<file path="config.mk">
export PLATFORM = sky130hd
export DESIGN_NAME = partition_fit_allocator_unit
export DESIGN_NICKNAME = d
export VERILOG_FILES = /design/src/hw/rtl/pfa_pkg.sv /design/src/hw/rtl/pfa_cell.sv /design/src/hw/rtl/partition_fit_allocator_unit.sv
export SDC_FILE = /design/constraint.sdc
export NUM_CORES = 1
export LEC_CHECK = 0
export BUFFER_PORTS_ARGS = -buffer_cell sky130_fd_sc_hd__buf_4
export CAP_MARGIN = 10
export CORE_AREA = 4 4 257 259
export CTS_CLUSTER_SIZE = 12
export DETAILED_ROUTE_END_ITERATION = 8
export DIE_AREA = 0 0 261 263
export GPL_TIMING_DRIVEN = 0
export PLACE_DENSITY = 0.71
export SLEW_MARGIN = 20
export SYNTH_ARGS = -nofsm -noshare
export SYNTH_HDL_FRONTEND = slang
export SYNTH_HIERARCHICAL = 1
export SYNTH_SLANG_ARGS = --single-unit
export TNS_END_PERCENT = 100
</file>
<file path="constraint.sdc">
create_clock -name clock -period 11.2 [get_ports clock]
set_input_delay 0 -clock clock [delete_from_list [all_inputs] [get_ports clock]]
set_output_delay 0 -clock clock [all_outputs]
set_load 0.01 [all_outputs]
</file>
<file path="src/hw/rtl/pfa_pkg.sv">
package pfa_pkg;

   typedef enum logic [1:0] {
      STRAT_FIRST = 2'd0,
      STRAT_BEST  = 2'd1,
      STRAT_WORST = 2'd2,
      STRAT_NEXT  = 2'd3
   } strategy_type;

   typedef enum logic [2:0] {
      ST_IDLE = 3'b001,
      ST_SCAN = 3'b010,
      ST_DONE = 3'b100
   } state_type;

   localparam logic CMD_LOAD  = 1'b0;
   localparam logic CMD_ALLOC = 1'b1;

   typedef struct packed {
      logic valid;
      logic found;
   } token_ctl_type;

   typedef struct packed {
      logic en;
      logic used;
   } wr_ctl_type;

endpackage

</file>
<file path="src/hw/rtl/pfa_cell.sv">
module pfa_cell #(
   parameter int IW = 3,
   parameter int SW = 16,
   parameter int MY = 0
) (
   input  logic                   clock,
   input  logic                   reset,
   input  pfa_pkg::strategy_type  strategy,
   input  logic [IW-1:0]          start,
   input  logic [SW-1:0]          req,
   input  pfa_pkg::token_ctl_type tok_in_ctl,
   input  logic [IW-1:0]          tok_in_idx,
   input  logic [SW-1:0]          tok_in_left,
   input  logic [SW-1:0]          tok_in_held,
   input  pfa_pkg::wr_ctl_type    wr_ctl,
   input  logic [IW-1:0]          wr_idx,
   input  logic [SW-1:0]          wr_free,
   input  logic [SW-1:0]          wr_held,
   output pfa_pkg::token_ctl_type tok_out_ctl,
   output logic [IW-1:0]          tok_out_idx,
   output logic [SW-1:0]          tok_out_left,
   output logic [SW-1:0]          tok_out_held
);

   localparam logic [IW-1:0] MY_IDX = IW'(MY);

   logic [SW-1:0]          free_ff;
   logic [SW-1:0]          held_ff;
   logic                   used_ff;
   pfa_pkg::token_ctl_type tok_ctl_ff;
   pfa_pkg::token_ctl_type tok_ctl_in;
   logic [IW-1:0]          tok_idx_ff;
   logic [SW-1:0]          tok_left_ff;
   logic [SW-1:0]          tok_held_ff;
   logic                   fits;
   logic                   take;
   logic [SW-1:0]          left;

   // A cell takes the word if it fits and beats, or in worst fit ties, the pick so far.
   always_comb begin
      fits = (MY_IDX >= start) && (free_ff >= req);
      left = free_ff - req;
      take = 1'b0;
      unique case (strategy) inside
         pfa_pkg::STRAT_FIRST, pfa_pkg::STRAT_NEXT: take = fits && !tok_in_ctl.found;
         pfa_pkg::STRAT_BEST:  take = fits && (!tok_in_ctl.found || (left < tok_in_left));
         pfa_pkg::STRAT_WORST: take = fits && (!tok_in_ctl.found || (left >= tok_in_left));
         default: take = 1'b0;
      endcase
      tok_ctl_in.valid = tok_in_ctl.valid;
      tok_ctl_in.found = tok_in_ctl.valid && (tok_in_ctl.found || take);
   end

   always_ff @(posedge clock) begin
      if (reset) begin
         tok_ctl_ff <= '0;
         free_ff    <= '0;
         held_ff    <= '0;
         used_ff    <= 1'b0;
      end else begin
         tok_ctl_ff <= tok_ctl_in;
         if (wr_ctl.en && (wr_idx == MY_IDX)) begin
            free_ff <= wr_free;
            held_ff <= wr_held;
            used_ff <= wr_ctl.used;
         end
      end
   end

   always_ff @(posedge clock) begin
      if (take) begin
         tok_idx_ff  <= MY_IDX;
         tok_left_ff <= left;
         tok_held_ff <= used_ff ? held_ff : '0;
      end else begin
         tok_idx_ff  <= tok_in_idx;
         tok_left_ff <= tok_in_left;
         tok_held_ff <= tok_in_held;
      end
   end

   assign tok_out_ctl  = tok_ctl_ff;
   assign tok_out_idx  = tok_idx_ff;
   assign tok_out_left = tok_left_ff;
   assign tok_out_held = tok_held_ff;

endmodule

</file>
<file path="src/hw/rtl/partition_fit_allocator_unit.sv">
// An allocate word launches a search word that walks the row of cells, one cell a cycle;
// its pick is then registered and moves through the done state into the output register.
// A load word goes straight to the done state; a stalled output holds a word there.
// One word is in work at a time: no new word is accepted until the last leaves the done state.
// A finished result waits in the output register while the next word is accepted.
// Synchronous active-high reset clears every partition, the next-fit pointer and the strategy.
module partition_fit_allocator_unit #(
   parameter int PARTITIONS = 8,
   parameter int SIZE_BITS  = 16
) (
   input  logic        clock,
   input  logic        reset,
   input  logic        csr_wr_en,
   input  logic [1:0]  csr_wr_data,
   input  logic        req_valid,
   output logic        req_stall,
   input  logic        req_command,
   input  logic [2:0]  req_partition_index,
   input  logic [15:0] req_amount,
   output logic        rsp_valid,
   input  logic        rsp_stall,
   output logic        rsp_granted,
   output logic [2:0]  rsp_chosen_partition,
   output logic [15:0] rsp_space_after,
   output logic        rsp_partition_used,
   output logic [15:0] rsp_amount_held
);

   localparam int IW = $clog2(PARTITIONS);
   localparam int SW = SIZE_BITS;
   localparam logic [IW-1:0] LAST_IDX = IW'(PARTITIONS - 1);

   pfa_pkg::state_type     state_ff, state_in;
   pfa_pkg::strategy_type  strategy_ff;
   logic [IW-1:0]          ptr_ff, ptr_in;
   logic                   launch_ff;
   logic                   alloc_ff;
   logic [SW-1:0]          req_ff;
   logic                   pick_found_ff;
   logic [IW-1:0]          pick_idx_ff;
   logic [SW-1:0]          pick_free_ff;
   logic [SW-1:0]          pick_held_ff;
   logic                   pick_used_ff;
   logic                   rsp_valid_ff;
   logic                   rsp_granted_ff;
   logic [2:0]             rsp_chosen_ff;
   logic [15:0]            rsp_space_ff;
   logic                   rsp_used_ff;
   logic [15:0]            rsp_held_ff;

   logic                   accept;
   logic                   done_fire;
   logic                   scan_end;
   logic [IW-1:0]          start;
   logic [SW+15:0]         amt_pad;
   logic [IW+2:0]          idx_in_pad;
   logic [IW+2:0]          idx_out_pad;
   logic [SW+15:0]         free_pad;
   logic [SW+15:0]         held_pad;
   logic                   idx_ok;
   logic [IW-1:0]          ptr_step;
   pfa_pkg::wr_ctl_type    wr_ctl;

   pfa_pkg::token_ctl_type tok_ctl  [0:PARTITIONS];
   logic [IW-1:0]          tok_idx  [0:PARTITIONS];
   logic [SW-1:0]          tok_left [0:PARTITIONS];
   logic [SW-1:0]          tok_held [0:PARTITIONS];
   logic [PARTITIONS-1:0]  tok_valids;

   assign accept      = req_valid && !req_stall;
   assign req_stall   = (state_ff != pfa_pkg::ST_IDLE);
   assign done_fire   = (state_ff == pfa_pkg::ST_DONE) && !(rsp_valid_ff && rsp_stall);
   assign scan_end    = (state_ff == pfa_pkg::ST_SCAN) && tok_ctl[PARTITIONS].valid;
   assign start       = (strategy_ff == pfa_pkg::STRAT_NEXT) ? ptr_ff : '0;
   assign amt_pad     = {{SW{1'b0}}, req_amount};
   assign idx_in_pad  = {{IW{1'b0}}, req_partition_index};
   assign idx_out_pad = {3'b000, pick_idx_ff};
   assign free_pad    = {16'h0000, pick_free_ff};
   assign held_pad    = {16'h0000, pick_held_ff};
   assign idx_ok      = ({29'd0, req_partition_index} < 32'(PARTITIONS));

   assign tok_ctl[0].valid = launch_ff;
   assign tok_ctl[0].found = 1'b0;
   assign tok_idx[0]       = '0;
   assign tok_left[0]      = '0;
   assign tok_held[0]      = '0;

   assign wr_ctl.en   = done_fire && pick_found_ff;
   assign wr_ctl.used = pick_used_ff;

   genvar g;
   generate
      for (g = 0; g < PARTITIONS; g++) begin : g_cell
         pfa_cell #(.IW(IW), .SW(SW), .MY(g)) u_cell (
            .clock       (clock),
            .reset       (reset),
            .strategy    (strategy_ff),
            .start       (start),
            .req         (req_ff),
            .tok_in_ctl  (tok_ctl[g]),
            .tok_in_idx  (tok_idx[g]),
            .tok_in_left (tok_left[g]),
            .tok_in_held (tok_held[g]),
            .wr_ctl      (wr_ctl),
            .wr_idx      (pick_idx_ff),
            .wr_free     (pick_free_ff),
            .wr_held     (pick_held_ff),
            .tok_out_ctl (tok_ctl[g+1]),
            .tok_out_idx (tok_idx[g+1]),
            .tok_out_left(tok_left[g+1]),
            .tok_out_held(tok_held[g+1])
         );
         assign tok_valids[g] = tok_ctl[g+1].valid;
      end
   endgenerate

   always_comb begin
      state_in = state_ff;
      unique case (state_ff)
         pfa_pkg::ST_IDLE: begin
            if (accept) begin
               state_in = (req_command == pfa_pkg::CMD_ALLOC) ? pfa_pkg::ST_SCAN
                                                                : pfa_pkg::ST_DONE;
            end
         end
         pfa_pkg::ST_SCAN: begin
            if (scan_end) begin
               state_in = pfa_pkg::ST_DONE;
            end
         end
         pfa_pkg::ST_DONE: begin
            if (done_fire) begin
               state_in = pfa_pkg::ST_IDLE;
            end
         end
         default: state_in = pfa_pkg::ST_IDLE;
      endcase
   end

   // The next-fit pointer takes a grant's index, zero for the last one; a valid load clears it.
   always_comb begin
      ptr_in   = ptr_ff;
      ptr_step = pick_found_ff ? pick_idx_ff : ptr_ff;
      if (done_fire) begin
         if (alloc_ff) begin
            if (strategy_ff == pfa_pkg::STRAT_NEXT) begin
               ptr_in = (ptr_step == LAST_IDX) ? '0 : ptr_step;
            end
         end else if (pick_found_ff) begin
            ptr_in = '0;
         end
      end
   end

   always_ff @(posedge clock) begin
      if (reset) begin
         state_ff     <= pfa_pkg::ST_IDLE;
         strategy_ff  <= pfa_pkg::STRAT_FIRST;
         ptr_ff       <= '0;
         launch_ff    <= 1'b0;
         rsp_valid_ff <= 1'b0;
      end else begin
         state_ff  <= state_in;
         ptr_ff    <= ptr_in;
         launch_ff <= accept && (req_command == pfa_pkg::CMD_ALLOC);
         if (csr_wr_en) begin
            strategy_ff <= pfa_pkg::strategy_type'(csr_wr_data);
         end
         if (done_fire) begin
            rsp_valid_ff <= 1'b1;
         end else if (!rsp_stall) begin
            rsp_valid_ff <= 1'b0;
         end
      end
   end

   always_ff @(posedge clock) begin
      if (accept) begin
         alloc_ff      <= (req_command == pfa_pkg::CMD_ALLOC);
         req_ff        <= amt_pad[SW-1:0];
         pick_found_ff <= idx_ok;
         pick_idx_ff   <= idx_in_pad[IW-1:0];
         pick_free_ff  <= amt_pad[SW-1:0];
         pick_held_ff  <= '0;
         pick_used_ff  <= 1'b0;
      end else if (scan_end) begin
         pick_found_ff <= tok_ctl[PARTITIONS].found;
         pick_idx_ff   <= tok_idx[PARTITIONS];
         pick_free_ff  <= tok_left[PARTITIONS];
         pick_held_ff  <= tok_held[PARTITIONS] + req_ff;
         pick_used_ff  <= 1'b1;
      end
      if (done_fire) begin
         rsp_granted_ff <= pick_found_ff;
         rsp_chosen_ff  <= pick_found_ff ? idx_out_pad[2:0] : 3'b000;
         rsp_space_ff   <= pick_found_ff ? free_pad[15:0] : 16'h0000;
         rsp_used_ff    <= pick_found_ff && pick_used_ff;
         rsp_held_ff    <= (pick_found_ff && pick_used_ff) ? held_pad[15:0] : 16'h0000;
      end
   end

   assign rsp_valid            = rsp_valid_ff;
   assign rsp_granted          = rsp_granted_ff;
   assign rsp_chosen_partition = rsp_chosen_ff;
   assign rsp_space_after      = rsp_space_ff;
   assign rsp_partition_used   = rsp_used_ff;
   assign rsp_amount_held      = rsp_held_ff;

`ifndef SYNTHESIS
   a_one_word_in_row: assert property (@(posedge clock) disable iff (reset)
      $onehot0(tok_valids))
      else $error("More than one search word is travelling along the partition row.");

   a_word_leaves_in_scan: assert property (@(posedge clock) disable iff (reset)
      tok_ctl[PARTITIONS].valid |-> (state_ff == pfa_pkg::ST_SCAN))
      else $error("A search word left the row outside a scan.");

   a_done_gives_result: assert property (@(posedge clock) disable iff (reset)
      done_fire |=> (rsp_valid && (state_ff == pfa_pkg::ST_IDLE)))
      else $error("A finished word did not reach the output register.");

   a_refused_is_empty: assert property (@(posedge clock) disable iff (reset)
      (rsp_valid && !rsp_granted) |->
         (rsp_chosen_partition == 3'b000 && rsp_space_after == 16'h0000 &&
          !rsp_partition_used && rsp_amount_held == 16'h0000))
      else $error("A refused result carries non-zero fields.");

   a_held_needs_used: assert property (@(posedge clock) disable iff (reset)
      (rsp_valid && (rsp_amount_held != 16'h0000)) |-> rsp_partition_used)
      else $error("A held amount is reported for an unused partition.");
`endif

endmodule
</file>
**Yosys cells after proc, flatten, opt, wreduce, memory -nomap -nowiden**

Index checks and enable logic that the tools add are counted.

- Add/subtract/negate cells: 9
- Order comparisons: 30
- Eq/ne operators: 20
- Muxes and demuxes: 47
- Reductions and logical operators: 91

Operator list:

| operator | count |
|---|---|
| $mux W16 | 23 |
| $ge A16 B16 Y1 | 15 |
| $sub A16 B16 Y16 | 8 |
| $lt A16 B16 Y1 | 7 |
| $logic_and A1 B1 Y1 | 52 |
| $mux W3 | 12 |
| $logic_or A1 B1 Y1 | 21 |
| $pmux W1 S3 | 7 |
| $eq A3 B3 Y1 const B | 6 |
| $add A16 B16 Y16 | 1 |
| $ge A3 B3 Y1 const A | 4 |
| $eq A3 B2 Y1 const B | 3 |
| $logic_not A1 Y1 | 9 |
| $pmux W3 S3 | 1 |
| $eq A3 B1 Y1 const B | 2 |
| $ge A1 B3 Y1 const A | 2 |
| $ge A2 B3 Y1 const A | 2 |
| $ne A2 B2 Y1 const B | 3 |
| $reduce_and A3 Y1 | 2 |
| $eq A2 B2 Y1 const B | 2 |
| $mux W1 | 4 |
| $ne A2 B1 Y1 const B | 2 |
| $reduce_bool A2 Y1 | 2 |
| $reduce_or A4 Y1 | 1 |
| 6 further kinds | 6 |

- Register bits: 654
- Input bits: 27

**Longest topological paths before layout**

Gate-level depths: netlist (run 1).

- Depth in word-level cells: 8
- Depth in mapped cells: 18
- Mapped depth without buffers: 17

**Cells and area by module**

Netlist (run 1), hierarchy kept.

Modules (own cells, without submodules):

| module | times used | cells an instance | area an instance (sq um) |
|---|---|---|---|
| partition_fit_allocator_unit | 1 | 396 | 4425.5 |
| pfa_cell at g_cell[3].u_cell | 1 | 482 | 3953.8 |
| pfa_cell at g_cell[4].u_cell | 1 | 476 | 3930.0 |
| pfa_cell at g_cell[0].u_cell | 1 | 459 | 3827.4 |
| pfa_cell at g_cell[1].u_cell | 1 | 458 | 3823.7 |
| pfa_cell at g_cell[2].u_cell | 1 | 456 | 3807.4 |
| pfa_cell at g_cell[7].u_cell | 1 | 419 | 3671.0 |
| pfa_cell at g_cell[6].u_cell | 1 | 420 | 3644.7 |
| pfa_cell at g_cell[5].u_cell | 1 | 420 | 3643.5 |

**Worst setup path after synthesis (run 1)**

OpenSTA, ideal clock, no wires.

- Path type: register to register
- From: register req_ff[1]
- To: register g_cell[1].u_cell.tok_left_ff[10]
- Arrival time: 4.340 ns
- Setup slack: 6.738 ns
- Cell stages (with the launch flop): 18
- Period minus slack after synthesis: 4.462 ns
- Cell sequence: edfxtp_1 inv_1 ha_1 nor2b_1 o211ai_1 nand3_1 a221oi_2 o21ai_0 xor2_1 ha_1 nand4_1 nor3_2 a21boi_1 nor4_1 mux2i_2 nor2_8 buf_12 mux2_4

- Cells in the longest elaborated chain, start to end: 6
- Elaborated cells on any way between the ends: 12
- Those cells by class: add/sub (1); order compare (3); mux (2); reduce/logical (6)

RTL lines:

| what | RTL line | text |
|---|---|---|
| start: declaration | partition_fit_allocator_unit.sv:38 | `logic [SW-1:0] req_ff;` |
| start signal: assignment | partition_fit_allocator_unit.sv:180 | `req_ff <= amt_pad[SW-1:0];` |
| $sub A16 B16 Y16 | pfa_cell.sv:42 | `left = free_ff - req;` |
| $ge A16 B16 Y1 or $lt A16 B16 Y1 (tied branches) | pfa_cell.sv:47, pfa_cell.sv:46 |  |
| $logic_or A1 B1 Y1 (on tied branches) | pfa_cell.sv:47, pfa_cell.sv:46 |  |
| $logic_and A1 B1 Y1 (on tied branches) | pfa_cell.sv:47, pfa_cell.sv:46 |  |
| $pmux W1 S3 | pfa_cell.sv:44 | `unique case (strategy) inside` |
| $mux W16 (*) | pfa_cell.sv:71 | `if (take) begin` |
| end signal: assignment | pfa_cell.sv:73 | `tok_left_ff <= left;` |
| end signal: assignment | pfa_cell.sv:77 | `tok_left_ff <= tok_in_left;` |
| end: declaration | pfa_cell.sv:33 | `logic [SW-1:0] tok_left_ff;` |

Every way passes the cells marked *; elsewhere a longest branch is shown, timed or not.
A chain may end at the register's enable or synchronous reset.

**Worst setup path in the final report (run 1)**

- From: register req_ff[1]
- To: register g_cell[1].u_cell.tok_held_ff[11]

- Cells in the longest elaborated chain, start to end: 6
- Elaborated cells on any way between the ends: 12
- Those cells by class: add/sub (1); order compare (3); mux (2); reduce/logical (6)

RTL lines:

| what | RTL line | text |
|---|---|---|
| $sub A16 B16 Y16 | pfa_cell.sv:42 |  |
| $ge A16 B16 Y1 or $lt A16 B16 Y1 (tied branches) | pfa_cell.sv:47, pfa_cell.sv:46 |  |
| $logic_or A1 B1 Y1 (on tied branches) | pfa_cell.sv:47, pfa_cell.sv:46 |  |
| $logic_and A1 B1 Y1 (on tied branches) | pfa_cell.sv:47, pfa_cell.sv:46 |  |
| $pmux W1 S3 (*) | pfa_cell.sv:44 |  |
| $mux W16 (*) | pfa_cell.sv:71 |  |
| end signal: assignment | pfa_cell.sv:74 | `tok_held_ff <= used_ff ? held_ff : '0;` |
| end signal: assignment | pfa_cell.sv:78 | `tok_held_ff <= tok_in_held;` |
| end: declaration | pfa_cell.sv:34 | `logic [SW-1:0] tok_held_ff;` |

Marks and branches as above.

==> flow_metrics.env, run 1 <==
export IMPL_worstSetupEndpointType="flop"
export IMPL_detail_route_iter0_violations=2431
export IMPL_crit_path_frequent_cell="ha_1"
export IMPL_cts_htree_levels=3
export IMPL_leakage_power_figure_nw=16.9
export IMPL_critPathMaxFanout=10
export IMPL_yosys_most_used_dff="dfxtp_1"
export IMPL_detail_route_first_pass_iterations=7
export IMPL_power_density_nw_per_um2=141
export IMPL_worst_path_buf_inv=3
export IMPL_cp_cell_sequence="buf_8 > inv_1 > ha_1 > nor2b_1 > o211ai_1 > nand3_1 > a221oi_2 > o21ai_0 > xor2_1 > ha_1 > nand4_1 > nor3_2 > a21boi_1 > nor4_1 > mux2i_2 > clkbuf_1 > o31ai_1"
export IMPL_final_cell_area_um2=39300
export IMPL_worst_hold_path_type="primary input to flop"
export IMPL_num_io_pins=66
export IMPL_dp_final_hpwl_um=71300
export IMPL_worstHoldEndpoint="req_ff[1]"
export IMPL_multiInputGateArea_um2=18700
export IMPL_syn_instance_count=3986
export IMPL_die_width_um=261
export IMPL_layout_drive_gt1_share=0.0881
export IMPL_commonest_cells_after_routing_fill_and_taps_aside="nand2_1 (798), dfxtp_1 (586), a21oi_1 (420)"
export IMPL_postSynthAreaPerCell_um2=8.71
export IMPL_synth_edf_count=73
export IMPL_yosys_cell_types_count=103
export IMPL_yosysWarningCount=6
export IMPL_antenna_found_initial=5
export IMPL_worst_hold_path_num_cells=2
export IMPL_root_buffer="clkbuf_16"
export IMPL_worstPathRequired_ns=11.65
export IMPL_cp_slowest_cell="edfxtp_1"
export IMPL_core_area_um2=63900
export IMPL_finalMaxSlewViolations=0
export IMPL_globalplace_congestion=0.907
export IMPL_postCtsSetupBuffers=0
export IMPL_maximum_vdd_drop_v=0.000141
export IMPL_timing_critical_path_from_type="flop"
export IMPL_grt_pass1_wl_um=150000
export IMPL_cap_viol_max_count=0
export IMPL_timing_final_setup_violations=0
export IMPL_worst_r2r_startpoint="req_ff[1]"
export IMPL_groute_usage_overall=0.276
export IMPL_reg2reg_depth=17
export IMPL_dieArea_um2=68600
export IMPL_seq_area_frac_synth=0.402
export IMPL_clock_path_buffers=3
export IMPL_run_status="complete, no violations"
export IMPL_area_sequential_um2=14000
export IMPL_worstPathArrival_ns=6.46
export IMPL_via_count=28763
export IMPL_timing_slew_headroom=0.254
export IMPL_detailed_place_area_um2=36600
export IMPL_min_from="req_amount[1]"
export IMPL_finalCriticalPeriod_ns=6.01
export IMPL_path_class="flop to flop"
export IMPL_clk_pin_slew_ns=0.06
export IMPL_placementRows=93
export IMPL_clock_sinks=661
export IMPL_nFillCells=5506
export IMPL_grt_setup_unrepaired="false"
export IMPL_grt_start_max_net_pins=28
export IMPL_mappedNetlistArea_um2=34700
export IMPL_die_height_um=263
export IMPL_synth_area_leaders="dfxtp_1 (34%), ha_1 (11%), nand2_1 (8.6%), edfxtp_1 (6.3%), a21oi_1 (6.1%)"
export IMPL_fin_skew_ns=0.0348
export IMPL_drt_wl_total_um=97300
export IMPL_wl_per_cell_um=19.0
export IMPL_r2r_end="g_cell[1].u_cell/tok_out_held[11]"
export IMPL_async_reset_ff_frac=0
export IMPL_drt_antenna_violating_nets=0
export IMPL_post_synth_top_area_cell="dfxtp_1"
export IMPL_reg2reg_setup_slack_ns=5.19
export IMPL_yosys_register_bits=661
export IMPL_fin_tns_setup_ns=0
export IMPL_clkLatencyLatePin_ns=0.63
export IMPL_fmaxAchievable_mhz=166
export IMPL_first_global_vias=26505
export IMPL_layout_area_overhead_vs_synth_pct=13.1
export IMPL_tightestPinTransition_ns=1.12
export IMPL_cp_top_family="simple AND/OR/NAND/NOR gates"
export IMPL_cts_inserted_buffers=73
export IMPL_final_common_cell="nand2_1"
export IMPL_route_detailed_drc=0
export IMPL_min_period_over_period=0.536
export IMPL_initial_core_util=0.544
export IMPL_cts_tree="done"
export IMPL_io_buffer_count=64
export IMPL_timing_final_hold_violations=0
export IMPL_layout_nets=4551
export IMPL_post_drt_via_cell_ratio=5.61
export IMPL_grt_overflow_total=0
export IMPL_synthDominantCellAreaShare=0.339
export IMPL_max_stage_delay_ns=0.87
[kinds of logic (layout without fill, tap and decap cells)]
| logic type | after synthesis | count (layout) | synth area share |
|---|---|---|---|
| xor+xnor | 87 | 87 | 0.0219 |
| simple gates | 1268 | 1268 | 0.166 |
| mux | 198 | 198 | 0.0648 |
| other cells | 1 | 54 | 0.000108 |
| buf+inv | 560 | 789 | 0.0655 |
| fa+ha+maj | 312 | 312 | 0.114 |
| flops | 661 | 661 | 0.402 |
| compound gates | 899 | 899 | 0.165 |
[cell type report]
class,instances,share of cell area
Multi-Input combinational cell,2816,0.476
Sequential cell,661,0.356
Clock buffer,103,0.0530
Inverter,399,0.0381
Tap cell,855,0.0272
Timing Repair Buffer,100,0.0224
Buffer,161,0.0198
Clock inverter,26,0.00793
Antenna cell,2,0.000127
[repair_timing]
action                    in CTS  in global routing
hold buffers                  31                  0
hold endpoints to repair      84                  0
resized for setup              0                  0
[cell usage after synthesis, types with 14 or more instances]
cell,n
edfxtp_1,73
nor2_1,105
nand2_1,798
mux2_2,71
and3_1,36
and2_1,45
o31ai_1,23
nor4_1,20
a21oi_1,420
a211oi_1,31
o21ai_0,107
nand2b_1,45
xnor2_1,59
dfxtp_1,588
mux2i_1,84
o21a_1,29
ha_1,303
inv_1,399
nand3_1,51
o211ai_1,21
nor2b_1,38
o21bai_1,14
nor3_1,25
mux2_4,33
a21o_1,45
a22o_1,50
buf_2,16
xor2_1,28
nand4_1,35
clkbuf_1,120
[power breakdown]
| part | leakage [nW] | switching (mW) | total, mW | internal [mW] |
|---|---|---|---|---|
| clock network | 1.16 | 1.00 | 2.38 | 1.38 |
| registers | 5.53 | 0.113 | 2.58 | 2.47 |
| logic | 10.2 | 0.334 | 0.582 | 0.248 |
[through the flow]
| step | hold WS (ns) | util | std cells | total power [mW] | setup WS [ns] |
|---|---|---|---|---|---|
| 3_5_place_dp | 0.188 | 0.572 | 4961 | 3.19 | 5.41 |
| 3_3_place_gp | 0.188 | 0.571 | 4956 | 3.17 | 5.15 |
| 5_1_grt | 0.0911 | 0.615 | 5121 | 5.76 | 5.07 |
| 6_report | 0.0953 | 0.615 | 5123 | 5.55 | 5.19 |
| 2_1_floorplan | 0.0989 | - | 4037 | 2.98 | 6.74 |
| 4_1_cts | 0.0738 | 0.615 | 5121 | 5.57 | 5.35 |
[per-layer routing]
| metal | vias up | track usage | share of wire |
|---|---|---|---|
| met5 | - | 0 | 0.00028 |
| met4 | 4 | 0.0717 | 0.023 |
| met3 | 150 | 0.0577 | 0.086 |
| met2 | 983 | 0.421 | 0.44 |
| met1 | 13539 | 0.401 | 0.45 |
| li1 | 14087 | - | - |
[flip-flops by register name (all words and copies together), names as in the netlist, 16 cells and up]
name                        count
g_cell.u_cell/tok_out_held    128
g_cell.u_cell/free_ff         128
pick_free_ff                   16
g_cell.u_cell/tok_out_idx      24
pick_held_ff                   16
g_cell.u_cell/tok_out_left    128
g_cell.u_cell/held_ff         128
rsp_amount_held                16
g_cell.u_cell/tok_out_ctl      16
req_ff                         16
rsp_space_after                16
[worst max-delay path by stage]
stage / end / startpoint / cells past startpoint / slack, ns
2_1_floorplan: g_cell[1].u_cell/tok_out_left[10] / req_ff[1] / 17 / 6.74
5_1_grt: g_cell[1].u_cell/tok_out_held[10] / req_ff[1] / 18 / 5.07
3_3_place_gp: g_cell[1].u_cell/tok_out_held[10] / req_ff[1] / 16 / 5.15
4_1_cts: g_cell[1].u_cell/tok_out_held[11] / req_ff[1] / 17 / 5.35
3_5_place_dp: g_cell[1].u_cell/tok_out_held[11] / req_ff[1] / 17 / 5.41
6_report: g_cell[1].u_cell/tok_out_held[11] / req_ff[1] / 17 / 5.19
Power figures use the tool's default switching activity.
==> run 2: changes to the inputs <==
--- a/config.mk
+++ b/config.mk
@@ -12,7 +12,7 @@
 export DETAILED_ROUTE_END_ITERATION = 8
 export DIE_AREA = 0 0 261 263
 export GPL_TIMING_DRIVEN = 0
-export PLACE_DENSITY = 0.71
+export PLACE_DENSITY = 0.73
 export SLEW_MARGIN = 20
 export SYNTH_ARGS = -nofsm -noshare
 export SYNTH_HDL_FRONTEND = slang
==> constraint.sdc (replaced) <==
create_clock -name clock -period 5.2 [get_ports clock]
set_input_delay 0 -clock clock [delete_from_list [all_inputs] [get_ports clock]]
set_output_delay 0 -clock clock [all_outputs]
set_load 0.01 [all_outputs]
==> run 2 against run 1 <==
  * Flip-flop and latch count is the same
  * Non-clock buffer count grew 43
  * Clock skew grew 0.014 ns
  * Global-route usage grew 0.52 points
  * Critical endpoint is now g_cell[3].u_cell/tok_out_left[13]
  * Largest cell class unchanged
  * Utilization grew 0.72 points
  * Setup slack lost 5.0 ns
  * Maximum frequency grew 20%
  * Combinational power grew 140%
==> flow_metrics.env, run 2 (same netlist as run 1, synthesis figures left out) <==
export IMPL_cts_htree_levels=3
export IMPL_worstSetupEndpointType="flop"
export IMPL_detail_route_iter0_violations=2516
export IMPL_cts_tree="done"
export IMPL_run_status="complete, no violations"
export IMPL_globalplace_congestion=0.920
export IMPL_clock_path_buffers=3
export IMPL_leakage_power_figure_nw=17.1
export IMPL_layout_nets=4593
export IMPL_max_stage_delay_ns=0.69
export IMPL_worstPathArrival_ns=5.49
export IMPL_cp_cell_sequence="buf_12 > buf_4 > ha_1 > fa_1 > nor2b_1 > o21bai_1 > a41oi_1 > nor4_1 > a311o_1 > ha_1 > nand4_1 > nor4_1 > nor2_1 > and4_1 > nor4_2 > buf_4 > mux2_2"
export IMPL_clock_sinks=661
export IMPL_dp_final_hpwl_um=70700
export IMPL_timing_final_setup_violations=0
export IMPL_placementRows=93
export IMPL_worst_hold_path_type="primary input to flop"
export IMPL_power_density_nw_per_um2=300
export IMPL_worst_r2r_startpoint="req_ff[0]"
export IMPL_grt_overflow_total=0
export IMPL_min_from="req_amount[2]"
export IMPL_dieArea_um2=68600
export IMPL_layout_area_overhead_vs_synth_pct=14.4
export IMPL_fin_skew_ns=0.0493
export IMPL_hold_slack_ns=0.0949
export IMPL_finalCriticalPeriod_ns=5.01
export IMPL_n_antenna_cell=0
export IMPL_root_buffer="clkbuf_16"
export IMPL_finalMaxSlewViolations=0
export IMPL_drt_wl_total_um=98600
export IMPL_grt_start_max_net_pins=39
export IMPL_clkLatencyLatePin_ns=0.64
export IMPL_commonest_cells_after_routing_fill_and_taps_aside="nand2_1 (798), dfxtp_1 (586), a21oi_1 (420)"
export IMPL_cp_top_family="simple AND/OR/NAND/NOR gates"
export IMPL_min_period_over_period=0.963
export IMPL_final_common_cell="nand2_1"
export IMPL_worst_path_buf_inv=3
export IMPL_path_class="flop to flop"
export IMPL_critPathMaxFanout=10
export IMPL_timing_critical_path_from_type="flop"
export IMPL_tightestPinTransition_ns=1.02
export IMPL_cts_inserted_buffers=72
export IMPL_layout_drive_gt1_share=0.0971
export IMPL_via_count=28986
export IMPL_wl_per_cell_um=19.1
export IMPL_cap_viol_max_count=0
export IMPL_fmaxAchievable_mhz=200
export IMPL_die_height_um=263
export IMPL_groute_usage_overall=0.281
export IMPL_first_global_vias=27146
export IMPL_core_area_um2=63900
export IMPL_detail_route_first_pass_iterations=6
export IMPL_route_detailed_drc=0
export IMPL_initial_core_util=0.544
export IMPL_io_buffer_count=64
export IMPL_worstPathRequired_ns=5.69
export IMPL_timing_critical_path_from="req_ff[0]"
export IMPL_cp_slowest_cell="a41oi_1"
export IMPL_reg2reg_setup_slack_ns=0.19
export IMPL_timing_final_hold_violations=0
export IMPL_stdcell_count=5159
export IMPL_numPlacedInstances=4958
export IMPL_clk_pin_slew_ns=0.06
export IMPL_post_drt_via_cell_ratio=5.62
export IMPL_die_width_um=261
export IMPL_grt_pass1_wl_um=153000
export IMPL_maximum_vdd_drop_v=0.000268
export IMPL_antenna_found_initial=7
export IMPL_drt_antenna_violating_nets=0
export IMPL_num_io_pins=66
export IMPL_timing_slew_headroom=0.318
## run 2: cell types whose count changed in the layout (fill, tap and decap cells not counted), sizes merged
cell         before  now
diode             2    0
buf             106  150
inv             400  401
clkinvlp          3    1
bufinv            3    2
clkinv           19    9
clkbuf          227  234
dlygate4sd3      31   30
## run 2: final timing paths
check | endpoint | cells after the start
setup / recovery | g_cell[3].u_cell/tok_out_left[13] | 17
setup reg to reg | g_cell[3].u_cell/tok_out_left[13] | 17
hold reg to reg | g_cell[3].u_cell/tok_out_idx[1] | 1
hold / removal | req_ff[2] | 2
## run 2: timing repair
item,4_1_cts,5_1_grt
pin swaps,0,2
gates cloned,0,0
hold buffers,30,0
gates resized for setup,2,10
buffers inserted,40,7
endpoints found under the hold margin,83,0
setup endpoints to repair,136,191
## run 2: cell type report
class | instances | area (um2)
well taps | 855 | 1070
multi-input cells | 2816 | 18700
clock buffers | 110 | 2110
flip-flops and latches | 661 | 14000
inverters | 399 | 1500
clock inverters | 14 | 228
plain buffers | 161 | 779
repair buffers | 143 | 1350
fillers | 5375 | 24100
## run 2: metrics by stage
stage	cell area (um2)	TNS [ns]	power, mW	setup WS (ns)	utilization
final	39700	0	11.9	0.193	0.622
after global routing	39700	-0.00422	12.4	-0.00422	0.622
after CTS	39600	0	12.0	0.0371	0.620
after detailed placement	36500	-16.87	6.86	-0.443	0.571
after global placement	36500	-38.98	6.83	-0.760	0.571
after floorplan	34900	0	6.43	0.738	-
## run 2: routing by layer
layer,track usage,vias to the layer above,share of wire
met1,0.397,13674,0.44
li1,-,14178,-
met5,0,-,0.00013
met3,0.0531,185,0.084
met4,0.0909,2,0.034
met2,0.436,947,0.44
## run 2: power breakdown
group | leakage (nW) | switching, mW | internal [mW]
registers | 5.53 | 0.190 | 5.32
clock network | 1.13 | 2.12 | 2.92
logic | 10.5 | 0.795 | 0.584
total | 17.1 | 3.11 | 8.82
